File: config.mk
export PLATFORM = sky130hd
export DESIGN_NAME = double_ended_queue
export DESIGN_NICKNAME = d
export VERILOG_FILES = /design/src/design/dqe_pkg.sv /design/src/design/double_ended_queue.sv /design/src/design/dqe_ram.sv /design/src/design/dqe_ctrl.sv /design/src/design/dqe_dpath.sv
export SDC_FILE = /design/constraint.sdc
export NUM_CORES = 1
export LEC_CHECK = 0
export BUFFER_PORTS_ARGS = -buffer_cell sky130_fd_sc_hd__buf_2
export CORE_ASPECT_RATIO = 0.5
export CORE_UTILIZATION = 47
export CTS_CLUSTER_DIAMETER = 150
export DETAILED_ROUTE_END_ITERATION = 8
export RECOVER_POWER = 50
export SLEW_MARGIN = 10
export SYNTH_ARGS = -nofsm -noshare
export SYNTH_HDL_FRONTEND = slang
export SYNTH_SLANG_ARGS = --single-unit
File: constraint.sdc
create_clock -name clk -period 5 [get_ports clk]
set_clock_uncertainty 0.05 [all_clocks]
set_input_delay 0.5 -clock clk [delete_from_list [all_inputs] [get_ports clk]]
set_output_delay 0.5 -clock clk [all_outputs]
set_load 0.1 [all_outputs]
File: src/design/dqe_pkg.sv
// ----------------------------------------------------------------------------
// dqe_pkg
// Shared types and constants for the double-ended queue: operation and
// status codes, request and response transfers, controller command and
// datapath status groups.
// ----------------------------------------------------------------------------
package dqe_pkg;

    localparam int CAPACITY = 16;
    localparam int DATA_W   = 32;
    localparam int COUNT_W  = $clog2(CAPACITY + 1);

    typedef enum logic [2:0] {
        OP_PUSH_FRONT = 3'd0,
        OP_PUSH_BACK  = 3'd1,
        OP_POP_FRONT  = 3'd2,
        OP_POP_BACK   = 3'd3,
        OP_PEEK_FRONT = 3'd4,
        OP_PEEK_BACK  = 3'd5,
        OP_SIZE       = 3'd6,
        OP_CLEAR      = 3'd7
    } op_t;

    typedef enum logic [1:0] {
        ST_OK    = 2'd0,
        ST_EMPTY = 2'd1,
        ST_FULL  = 2'd2
    } status_t;

    typedef struct packed {
        op_t                      operation;
        logic signed [DATA_W-1:0] value;
    } req_t;

    typedef struct packed {
        logic signed [DATA_W-1:0] data;
        logic [COUNT_W-1:0]       count;
        status_t                  status;
    } rsp_t;

    typedef struct packed {
        logic accept;
        logic capture;
    } ctl_cmd_t;

    typedef struct packed {
        logic rd_req;
    } dp_stat_t;

endpackage

File: src/design/double_ended_queue.sv
// ----------------------------------------------------------------------------
// double_ended_queue
// Bounded double-ended queue of signed 32-bit words held in a ring buffer.
//
// Request channel (req_valid, req_stall, req) carries one operation and a
// value to push. Response channel (rsp_valid, rsp_stall, rsp) returns one
// result per request: the popped or peeked word, the count after the
// operation, and a status (ok, empty on pop or peek, full on push).
// One request is in flight at a time. The result is shown in the cycle after
// the request transfer for pushes, size, clear and pops or peeks on an empty
// queue. Other pops and peeks pass through the controller's read state, which
// captures the word from the element store's registered read port.
// Reset empties the queue and clears the ring front; stored words are not
// cleared and no sweep is needed. While rsp_stall is high the result holds
// and req_stall stays high.
// ----------------------------------------------------------------------------
module double_ended_queue #(
    parameter int CAPACITY = dqe_pkg::CAPACITY
) (
    input  logic            clk,
    input  logic            rst_n,
    input  logic            req_valid,
    output logic            req_stall,
    input  dqe_pkg::req_t   req,
    output logic            rsp_valid,
    input  logic            rsp_stall,
    output dqe_pkg::rsp_t   rsp
);

    dqe_pkg::ctl_cmd_t cmd;
    dqe_pkg::dp_stat_t stat;

    dqe_ctrl u_ctrl (
        .clk       (clk),
        .rst_n     (rst_n),
        .req_valid (req_valid),
        .req_stall (req_stall),
        .rsp_valid (rsp_valid),
        .rsp_stall (rsp_stall),
        .stat      (stat),
        .cmd       (cmd)
    );

    dqe_dpath #(
        .CAPACITY (CAPACITY)
    ) u_dpath (
        .clk   (clk),
        .rst_n (rst_n),
        .req   (req),
        .cmd   (cmd),
        .stat  (stat),
        .rsp   (rsp)
    );

endmodule

File: src/design/dqe_ram.sv
// ----------------------------------------------------------------------------
// dqe_ram
// Generic single-write, single-read RAM with registered read data.
// ----------------------------------------------------------------------------
module dqe_ram #(
    parameter int WIDTH = dqe_pkg::DATA_W,
    parameter int DEPTH = dqe_pkg::CAPACITY
) (
    input  logic                     clk,
    input  logic                     we,
    input  logic [$clog2(DEPTH)-1:0] waddr,
    input  logic [WIDTH-1:0]         wdata,
    input  logic                     re,
    input  logic [$clog2(DEPTH)-1:0] raddr,
    output logic [WIDTH-1:0]         rdata
);

    logic [WIDTH-1:0] mem [DEPTH];
    logic [WIDTH-1:0] rdata_reg;

    always_ff @(posedge clk)
    begin
        if (we)
        begin
            mem[waddr] <= wdata;
        end
        if (re)
        begin
            rdata_reg <= mem[raddr];
        end
    end

    assign rdata = rdata_reg;

endmodule

File: src/design/dqe_ctrl.sv
// ----------------------------------------------------------------------------
// dqe_ctrl
// Controller: sequences one transfer at a time through accept, optional
// element read and result hand-off.
// ----------------------------------------------------------------------------
module dqe_ctrl (
    input  logic                clk,
    input  logic                rst_n,
    input  logic                req_valid,
    output logic                req_stall,
    output logic                rsp_valid,
    input  logic                rsp_stall,
    input  dqe_pkg::dp_stat_t   stat,
    output dqe_pkg::ctl_cmd_t   cmd
);

    typedef enum logic [2:0] {
        S_IDLE = 3'b001,
        S_READ = 3'b010,
        S_DONE = 3'b100
    } state_t;

    state_t state_reg;
    state_t state_next;

    always_comb
    begin
        state_next  = state_reg;
        cmd.accept  = 1'b0;
        cmd.capture = 1'b0;
        req_stall   = 1'b1;
        rsp_valid   = 1'b0;
        case (state_reg)
            S_IDLE:
            begin
                req_stall = 1'b0;
                if (req_valid)
                begin
                    cmd.accept = 1'b1;
                    state_next = stat.rd_req ? S_READ : S_DONE;
                end
            end
            S_READ:
            begin
                cmd.capture = 1'b1;
                state_next  = S_DONE;
            end
            S_DONE:
            begin
                rsp_valid = 1'b1;
                if (!rsp_stall)
                begin
                    state_next = S_IDLE;
                end
            end
            default:
            begin
                state_next = S_IDLE;
            end
        endcase
    end

    always_ff @(posedge clk or negedge rst_n)
    begin
        if (!rst_n)
        begin
            state_reg <= S_IDLE;
        end
        else
        begin
            state_reg <= state_next;
        end
    end

endmodule

File: src/design/dqe_dpath.sv
// ----------------------------------------------------------------------------
// dqe_dpath
// Datapath: ring indices, element count, element store and result register.
// ----------------------------------------------------------------------------
module dqe_dpath #(
    parameter int CAPACITY = dqe_pkg::CAPACITY
) (
    input  logic                clk,
    input  logic                rst_n,
    input  dqe_pkg::req_t       req,
    input  dqe_pkg::ctl_cmd_t   cmd,
    output dqe_pkg::dp_stat_t   stat,
    output dqe_pkg::rsp_t       rsp
);

    localparam int IW   = $clog2(CAPACITY);
    localparam int CW   = $clog2(CAPACITY + 1);
    localparam int SW   = IW + 1;
    localparam int DW   = dqe_pkg::DATA_W;
    localparam int CNTW = dqe_pkg::COUNT_W;

    localparam logic [IW-1:0] LAST_IDX = IW'(CAPACITY - 1);
    localparam logic [CW-1:0] FULL_CNT = CW'(CAPACITY);
    localparam logic [SW-1:0] CAP_SUM  = SW'(CAPACITY);

    logic [IW-1:0]          front_reg;
    logic [IW-1:0]          front_next;
    logic [CW-1:0]          count_reg;
    logic [CW-1:0]          count_next;
    logic signed [DW-1:0]   data_reg;
    logic [CW-1:0]          rcount_reg;
    dqe_pkg::status_t       status_reg;
    dqe_pkg::status_t       status_next;

    logic                   is_empty;
    logic                   is_full;
    logic [IW-1:0]          front_dec;
    logic [IW-1:0]          front_inc;
    logic [SW-1:0]          tail_sum;
    logic [SW-1:0]          back_sum;
    logic [IW-1:0]          tail_slot;
    logic [IW-1:0]          back_slot;
    logic                   rd_req;
    logic                   wr_req;
    logic [IW-1:0]          waddr;
    logic [IW-1:0]          raddr;
    logic [DW-1:0]          rdata;

    assign is_empty  = (count_reg == '0);
    assign is_full   = (count_reg == FULL_CNT);
    assign front_dec = (front_reg == '0) ? LAST_IDX : front_reg - 1'b1;
    assign front_inc = (front_reg == LAST_IDX) ? '0 : front_reg + 1'b1;
    assign tail_sum  = SW'(front_reg) + SW'(count_reg);
    assign back_sum  = tail_sum - SW'(1);
    assign tail_slot = (tail_sum >= CAP_SUM) ? IW'(tail_sum - CAP_SUM) : IW'(tail_sum);
    assign back_slot = (back_sum >= CAP_SUM) ? IW'(back_sum - CAP_SUM) : IW'(back_sum);

    always_comb
    begin
        front_next  = front_reg;
        count_next  = count_reg;
        status_next = dqe_pkg::ST_OK;
        wr_req      = 1'b0;
        rd_req      = 1'b0;
        waddr       = tail_slot;
        raddr       = front_reg;
        case (req.operation)
            dqe_pkg::OP_PUSH_FRONT:
            begin
                if (is_full)
                begin
                    status_next = dqe_pkg::ST_FULL;
                end
                else
                begin
                    wr_req     = 1'b1;
                    waddr      = front_dec;
                    front_next = front_dec;
                    count_next = count_reg + 1'b1;
                end
            end
            dqe_pkg::OP_PUSH_BACK:
            begin
                if (is_full)
                begin
                    status_next = dqe_pkg::ST_FULL;
                end
                else
                begin
                    wr_req     = 1'b1;
                    count_next = count_reg + 1'b1;
                end
            end
            dqe_pkg::OP_POP_FRONT:
            begin
                if (is_empty)
                begin
                    status_next = dqe_pkg::ST_EMPTY;
                end
                else
                begin
                    rd_req     = 1'b1;
                    front_next = front_inc;
                    count_next = count_reg - 1'b1;
                end
            end
            dqe_pkg::OP_POP_BACK:
            begin
                if (is_empty)
                begin
                    status_next = dqe_pkg::ST_EMPTY;
                end
                else
                begin
                    rd_req     = 1'b1;
                    raddr      = back_slot;
                    count_next = count_reg - 1'b1;
                end
            end
            dqe_pkg::OP_PEEK_FRONT:
            begin
                if (is_empty)
                begin
                    status_next = dqe_pkg::ST_EMPTY;
                end
                else
                begin
                    rd_req = 1'b1;
                end
            end
            dqe_pkg::OP_PEEK_BACK:
            begin
                if (is_empty)
                begin
                    status_next = dqe_pkg::ST_EMPTY;
                end
                else
                begin
                    rd_req = 1'b1;
                    raddr  = back_slot;
                end
            end
            dqe_pkg::OP_SIZE:
            begin
                status_next = dqe_pkg::ST_OK;
            end
            dqe_pkg::OP_CLEAR:
            begin
                front_next = '0;
                count_next = '0;
            end
            default:
            begin
                status_next = dqe_pkg::ST_OK;
            end
        endcase
    end

    assign stat.rd_req = rd_req;

    dqe_ram #(
        .WIDTH (DW),
        .DEPTH (CAPACITY)
    ) u_ram (
        .clk   (clk),
        .we    (cmd.accept & wr_req),
        .waddr (waddr),
        .wdata (req.value),
        .re    (cmd.accept & rd_req),
        .raddr (raddr),
        .rdata (rdata)
    );

    always_ff @(posedge clk or negedge rst_n)
    begin
        if (!rst_n)
        begin
            front_reg <= '0;
            count_reg <= '0;
        end
        else if (cmd.accept)
        begin
            front_reg <= front_next;
            count_reg <= count_next;
        end
    end

    always_ff @(posedge clk)
    begin
        if (cmd.accept)
        begin
            data_reg   <= '0;
            rcount_reg <= count_next;
            status_reg <= status_next;
        end
        else if (cmd.capture)
        begin
            data_reg <= rdata;
        end
    end

    assign rsp.data   = data_reg;
    assign rsp.count  = CNTW'(rcount_reg);
    assign rsp.status = status_reg;

endmodule

# --- After elaboration in Yosys (flattened, before gate mapping) ---
# Memories as Yosys holds them, arrays and structs flattened. A register that Yosys moved wholly into a read port is not among the register bits.
# Cells that the tools add are included.
word_totals:
  regBits: 51
  mem_bits_rw: 512
  n_memories: 1
  word_cells: 76
  output_inout_bits: 41
  in_bits: 39
classes:
  magnitude_cmp: 2
  add_sub_neg: 8
  n_mux: 32
  reduce_logical: 10
  eq_ne: 15
  bitwise: 2
memory_table:
  columns: ["name", "words", "word_bits", "read_ports", "rd_ports_with_merged_regs", "wr", "line_no", "rtl"]
  rows:
  - ["u_dpath.u_ram.mem", 16, 32, 1, 1, 1, "dqe_ram.sv:18", "logic [WIDTH-1:0] mem [DEPTH];"]
op_table:
  columns: ["cell", "count"]
  rows:
  - ["$mux W4", 10]
  - ["$pmux W5 S3", 1]
  - ["$eq A3 B3 Y1 const B", 4]
  - ["$mux W1", 12]
  - ["$pmux W4 S3", 1]
  - ["$sub A4 B1 Y4 const B", 3]
  - ["$ge A5 B5 Y1 const B", 2]
  - ["$mux W5", 2]
  - ["$sub A5 B1 Y5 const B", 2]
  - ["$eq A3 B2 Y1 const B", 3]
  - ["$mux W3", 3]
  - ["$pmux W3 S3", 1]
  - ["$ne A2 B2 Y1 const B", 4]
  - ["$eq A3 B1 Y1 const B", 2]
  - ["$reduce_or A2 Y1", 3]
  - ["$add A4 B5 Y5", 1]
  - ["$add A5 B1 Y5 const B", 1]
  - ["$eq A5 B5 Y1 const B", 1]
  - ["$logic_not A5 Y1", 1]
  - ["$add A4 B1 Y4 const B", 1]
  - ["$eq A4 B4 Y1 const B", 1]
  - ["$logic_not A4 Y1", 1]
  - ["$pmux W2 S2", 1]
  - ["$reduce_and A4 Y1", 1]
  - ["6 further kinds", 7]

# --- Depth between registers and ports, before layout ---
logic_depth:
  ltp_word: 6
  ltp_mapped: 12
  ltp_nobuf: 10

# --- By module ---
# From an unflattened synthesis, not the netlist that was laid out.
unflattened:
  cells_unflattened: 1113
  hier_area_um2: 22805.6
by_module_without_submodules:
  columns: ["module", "cells_each", "seq_area_each_um2", "n_inst", "area_per_inst_um2"]
  rows:
  - ["dqe_ram", 838, 16335.7, 1, 20155.6]
  - ["dqe_dpath", 261, 1076.0, 1, 2496.1]
  - ["dqe_ctrl", 14, 76.3, 1, 153.9]

# --- Least setup slack after synthesis ---
# Ideal clock, no wire load.
synth_timing:
  path_kind: "reg-to-reg"
  start: "reg u_dpath.count_reg[0]"
  end: "mem u_dpath.u_ram.mem[6][0] (netlist bit), enable pin"
  setup_slack_ns: 1.079
  required_ns: 4.529
  arrival_time_ns: 3.450
  setup_ns: 0.421
  synth_period_minus_slack_ns: 3.921
  path_buffers: 0
  path_stages_with_launch: 9
  cell_sequence: "dfrtp_1 -> inv_1 -> ha_1 -> nor3b_1 -> a211o_1 -> nor2_1 -> mux2i_1 -> nand4_1 -> nor2_1"
synth_between:
  elab_chain_cells: 6
  word_cells_on_any_way: 12
  cone_classes: "2 x add/sub; 1 x order compare; 1 x eq/ne; 7 x mux; 1 x bitwise"
synth_lines:
  columns: ["element", "line_no", "rtl"]
  rows:
  - ["from (decl)", "dqe_dpath.sv:28", "logic [CW-1:0] count_reg;"]
  - ["from (signal assigned)", "dqe_dpath.sv:184", "count_reg <= count_next;"]
  - ["branches (longest 6 deep; another with $add A4 B5 Y5)", null, null]
  - ["to (decl)", "dqe_ram.sv:18", null]
# Several ways; the timed one is not identified.

# --- Worst setup path in the final report ---
layout_timing:
  start: "reg u_dpath.front_reg[0]"
  end: "reg u_dpath.u_ram.rdata_reg[29] (netlist: u_dpath.u_ram.rdata[29]) (read register of u_dpath.u_ram.mem), data pin"
layout_between:
  elab_chain_cells: 6
  word_cells_on_any_way: 7
  cone_classes: "3 x add/sub; 1 x order compare; 3 x mux"
layout_lines:
  columns: ["element", "line_no", "rtl"]
  rows:
  - ["from (decl)", "dqe_dpath.sv:26", "logic [IW-1:0] front_reg;"]
  - ["from (signal assigned)", "dqe_dpath.sv:183", "front_reg <= front_next;"]
  - ["$add A4 B5 Y5", "dqe_dpath.sv:53", "assign tail_sum = SW'(front_reg) + SW'(count_reg);"]
  - ["$sub A5 B1 Y5", "dqe_dpath.sv:54", "assign back_sum = tail_sum - SW'(1);"]
  - ["$sub A4 B1 Y4 / $ge A5 B5 Y1 (equally long branches)", "dqe_dpath.sv:56", "assign back_slot = (back_sum >= CAP_SUM) ? IW'(back_sum - CAP_SUM) : IW'(back_sum);"]
  - ["$mux W4", "dqe_dpath.sv:56", null]
  - ["$mux W4", "dqe_dpath.sv:109, dqe_dpath.sv:133", null]
  - ["$mux W4 *", null, null]
  - ["to (decl)", "dqe_ram.sv:19", "logic [WIDTH-1:0] rdata_reg;"]
# Every way passes the cells marked *; elsewhere a longest branch is shown, timed or not.
# A chain may end at the register's enable or synchronous reset.

==> flow_metrics.env <==
export IMPL_status="finished, violations left"
export IMPL_violations="capacitance limit, slew limit"
export IMPL_gp_congestion=0.8057
export IMPL_wl_per_cell_microns=25.24
export IMPL_largest_register_ffs=512
export IMPL_drt_iter0_drc=1733
export IMPL_nFillCells=4193
export IMPL_cts_max_path_buffers=3
export IMPL_tightest_slew_ns=2.722
export IMPL_grt_use_total_pct=24.61
export IMPL_path_common_cell="ha_1"
export IMPL_cp_end_kind="flop"
export IMPL_clk_pin_slew_ns=0.07
export IMPL_async_flop_share_pct=2.017
export IMPL_ys_seq_area_share_pct=71.74
export IMPL_ctsResizeCount=0
export IMPL_postLayoutCoreUtil_pct=54.00
export IMPL_leakage_nw=8.940
export IMPL_cts_sink_count=595
export IMPL_post_cts_repair_setup_buffers=0
export IMPL_grt_max_degree=131
export IMPL_setup_viol_count_final=0
export IMPL_io_buffers=79
export IMPL_worstSkewPairLatency_ns=0.61
export IMPL_min_period_ns=4.246
export IMPL_avgSynthCellArea_sq_um=13.73
export IMPL_syn_area_sq_mm=0.02438
export IMPL_slew_headroom_pct=-81.48
export IMPL_top_level_ports=80
export IMPL_grt_pass1_wl_mm=96.72
export IMPL_hp_class="input port to flop"
export IMPL_cts_hold_buf=1
export IMPL_syn_inst=1775
export IMPL_drive_gt1_share_pct=9.321
export IMPL_period_share_pct=84.93
export IMPL_maxCapViolations=1
export IMPL_vias_per_cell=6.137
export IMPL_rows=58
export IMPL_setup_tns_ns=0
export IMPL_crit_path_max_fanout=32
export IMPL_synth_nets=1823
export IMPL_initial_utilization_pct=48.06
export IMPL_arrival_ns=4.50
export IMPL_start_kind="flop"
export IMPL_die_y_microns=163.0
export IMPL_postRouteAntennaNets=0
export IMPL_die_w_microns=324.1
export IMPL_syn_to_final_growth_pct=12.35
export IMPL_path_class="flop to flop"
export IMPL_vdd_ir_drop_max_uv=389.4
export IMPL_ys_warn_count=0
export IMPL_grt_pass1_vias=14900
export IMPL_grt_antenna_before_repair=1
export IMPL_synth_distinct_cells=66
export IMPL_drt_wl_total_mm=64.29
export IMPL_route_vias_total=15630
export IMPL_gr_total_overflow=0
export IMPL_required_ns=5.25
export IMPL_worst_path_largest_cell_delay_ns=0.69
export IMPL_synth_seq_cells=595
export IMPL_fmax_mhz=235.5
export IMPL_power_density_mw_per_mm2=658.7
export IMPL_htree_levels=2
export IMPL_drc=0
export IMPL_nets=1864
export IMPL_hpwlAfterDp_mm=35.56
export IMPL_die_area_sq_mm=0.05284
export IMPL_cts_buffers_inserted=52
export IMPL_rsz0062_at_grt="false"
export IMPL_core_area_sq_mm=0.05073
export IMPL_tritoncts="done"
export IMPL_synth_flop_cell="edfxtp_1"
export IMPL_cp_cell_sequence="ha_1 -> fa_1 -> inv_1 -> ha_1 -> xor3_1 -> nand4_1 -> buf_12 -> nand3_1 -> a21oi_1 -> nor4_1 -> mux2i_1"
export IMPL_finalMaxSlewViolations=46
export IMPL_synth_edf_count=551
export IMPL_firstDrtPassIters=5
export IMPL_cp_slowest_cell="nor4_1"
export IMPL_root_buffer="clkbuf_16"
export IMPL_hold_viol_final=0
-- synth_stat cells, types with 32 or more instances --
library cell  number  share of area [%]
edfxtp_1         551                 68
a21oi_1          171                3.5
o21ai_0          140                2.9
nand3_1          130                2.7
a211oi_1         127                3.9
and3_1           127                3.3
clkbuf_1         104                1.6
nand2_1           87                1.3
mux2i_1           41                1.7
nor2_1            40               0.62
dfxtp_1           32                2.6
nor4_1            32               0.82
or4_1             32               0.99
-- layout make-up --
type	instances	area [sq um]	area share [%]
diodes	1	2.502	0.009136
clock buffers	71	1394	5.089
clock inverters	23	191.4	0.6989
inverters	11	41.29	0.1507
multi-input cells	1023	6500	23.73
flip-flops and latches	595	17490	63.85
well taps	690	863.3	3.152
repair buffers	133	909.6	3.321
-- where the power goes --
part	internal [mW]	switching, mW	total [mW]
Clock	2.06	1.79	3.85
Sequential	6.00	0.233	6.23
Combinational	2.46	5.50	7.97
Total	10.5	7.52	18.0
-- critical path: cells and delay by family, from the launching register on --
| family | cells | cell delay (ns) |
|---|---|---|
| flops | 1 | 0.53 |
| fa+ha+maj | 3 | 1.05 |
| compound gates | 1 | 0.07 |
| mux | 1 | 0.15 |
| xor+xnor | 1 | 0.41 |
| simple gates | 3 | 1.27 |
| buf+inv | 2 | 0.43 |
-- worst paths after layout --
path	start	endpoint	slack, ns	cells after the start
worst max register to register	u_dpath.front_reg[0]	u_dpath.u_ram.rdata[29]	0.75	11
min in group asynchronous	rst_n	u_ctrl.state_reg[2]	0.44	2
worst max-delay path	u_dpath.front_reg[0]	u_dpath.u_ram.rdata[29]	0.75	11
max in group asynchronous	rst_n	u_dpath.count_reg[2]	3.98	2
worst min register to register	u_dpath.data_reg[19]	u_dpath.data_reg[19]	0.40	2
worst min-delay path	rsp_stall	u_ctrl.state_reg[0]	0.25	4
-- through the flow --
stage | instances | setup slack, ns | hold WS (ns) | total power [mW] | cell area (sq um)
2_1_floorplan | 1775 | 1.079 | 0.1544 | 11.56 | 24380
3_3_place_gp | 2451 | 0.8607 | 0.3697 | 14.22 | 25890
3_5_place_dp | 2451 | 0.8587 | 0.3658 | 14.26 | 25890
4_1_cts | 2546 | 0.8295 | 0.1960 | 18.09 | 27480
5_1_grt | 2547 | 0.5776 | 0.2850 | 18.90 | 27390
6_report | 2547 | 0.7535 | 0.2485 | 18.04 | 27390
-- placed cells by master (no fill, tap or decap), types with 7 or more instances in the layout --
cell       instances
clkinv_2           7
buf_12            16
nor4_1            31
clkbuf_1          91
buf_4             36
inv_1             10
a21oi_1          171
dfrtp_1           11
a211oi_1         127
clkbuf_16         53
nand2_1           87
mux2i_1           36
nand3_1          130
and3_1           127
mux2_2            12
nor2_1            24
nor2_4            16
dfxtp_1           32
ha_1               8
buf_2              7
or4_1             32
edfxtp_1         551
clkinv_1          12
o21ai_0          140
-- cells by family (layout without fill, tap and decap cells) --
group                    after synthesis  count (layout)  synth area share (%)
buffers and inverters                157             238                 2.684
flip-flops                           595             595                 71.74
AO/OA/AOI/OAI                        471             471                 11.44
adder cells (fa/ha/maj)                9               9                0.4927
AND/OR/NAND/NOR                      479             479                 10.71
multiplexers                          54              54                 2.294
other                                  0               1                     0
XOR/XNOR                              10              10                0.6518
-- layer usage --
| layer | vias up | track usage, % | wire (microns) |
|---|---|---|---|
| met5 | - | 0 | 0 |
| met4 | 0 | 5.103 | 1084 |
| met3 | 83 | 3.968 | 4823 |
| met2 | 615 | 36.90 | 28680 |
| met1 | 7916 | 37.87 | 29700 |
| li1 | 7017 | - | - |
Power figures use the tool's default switching activity.
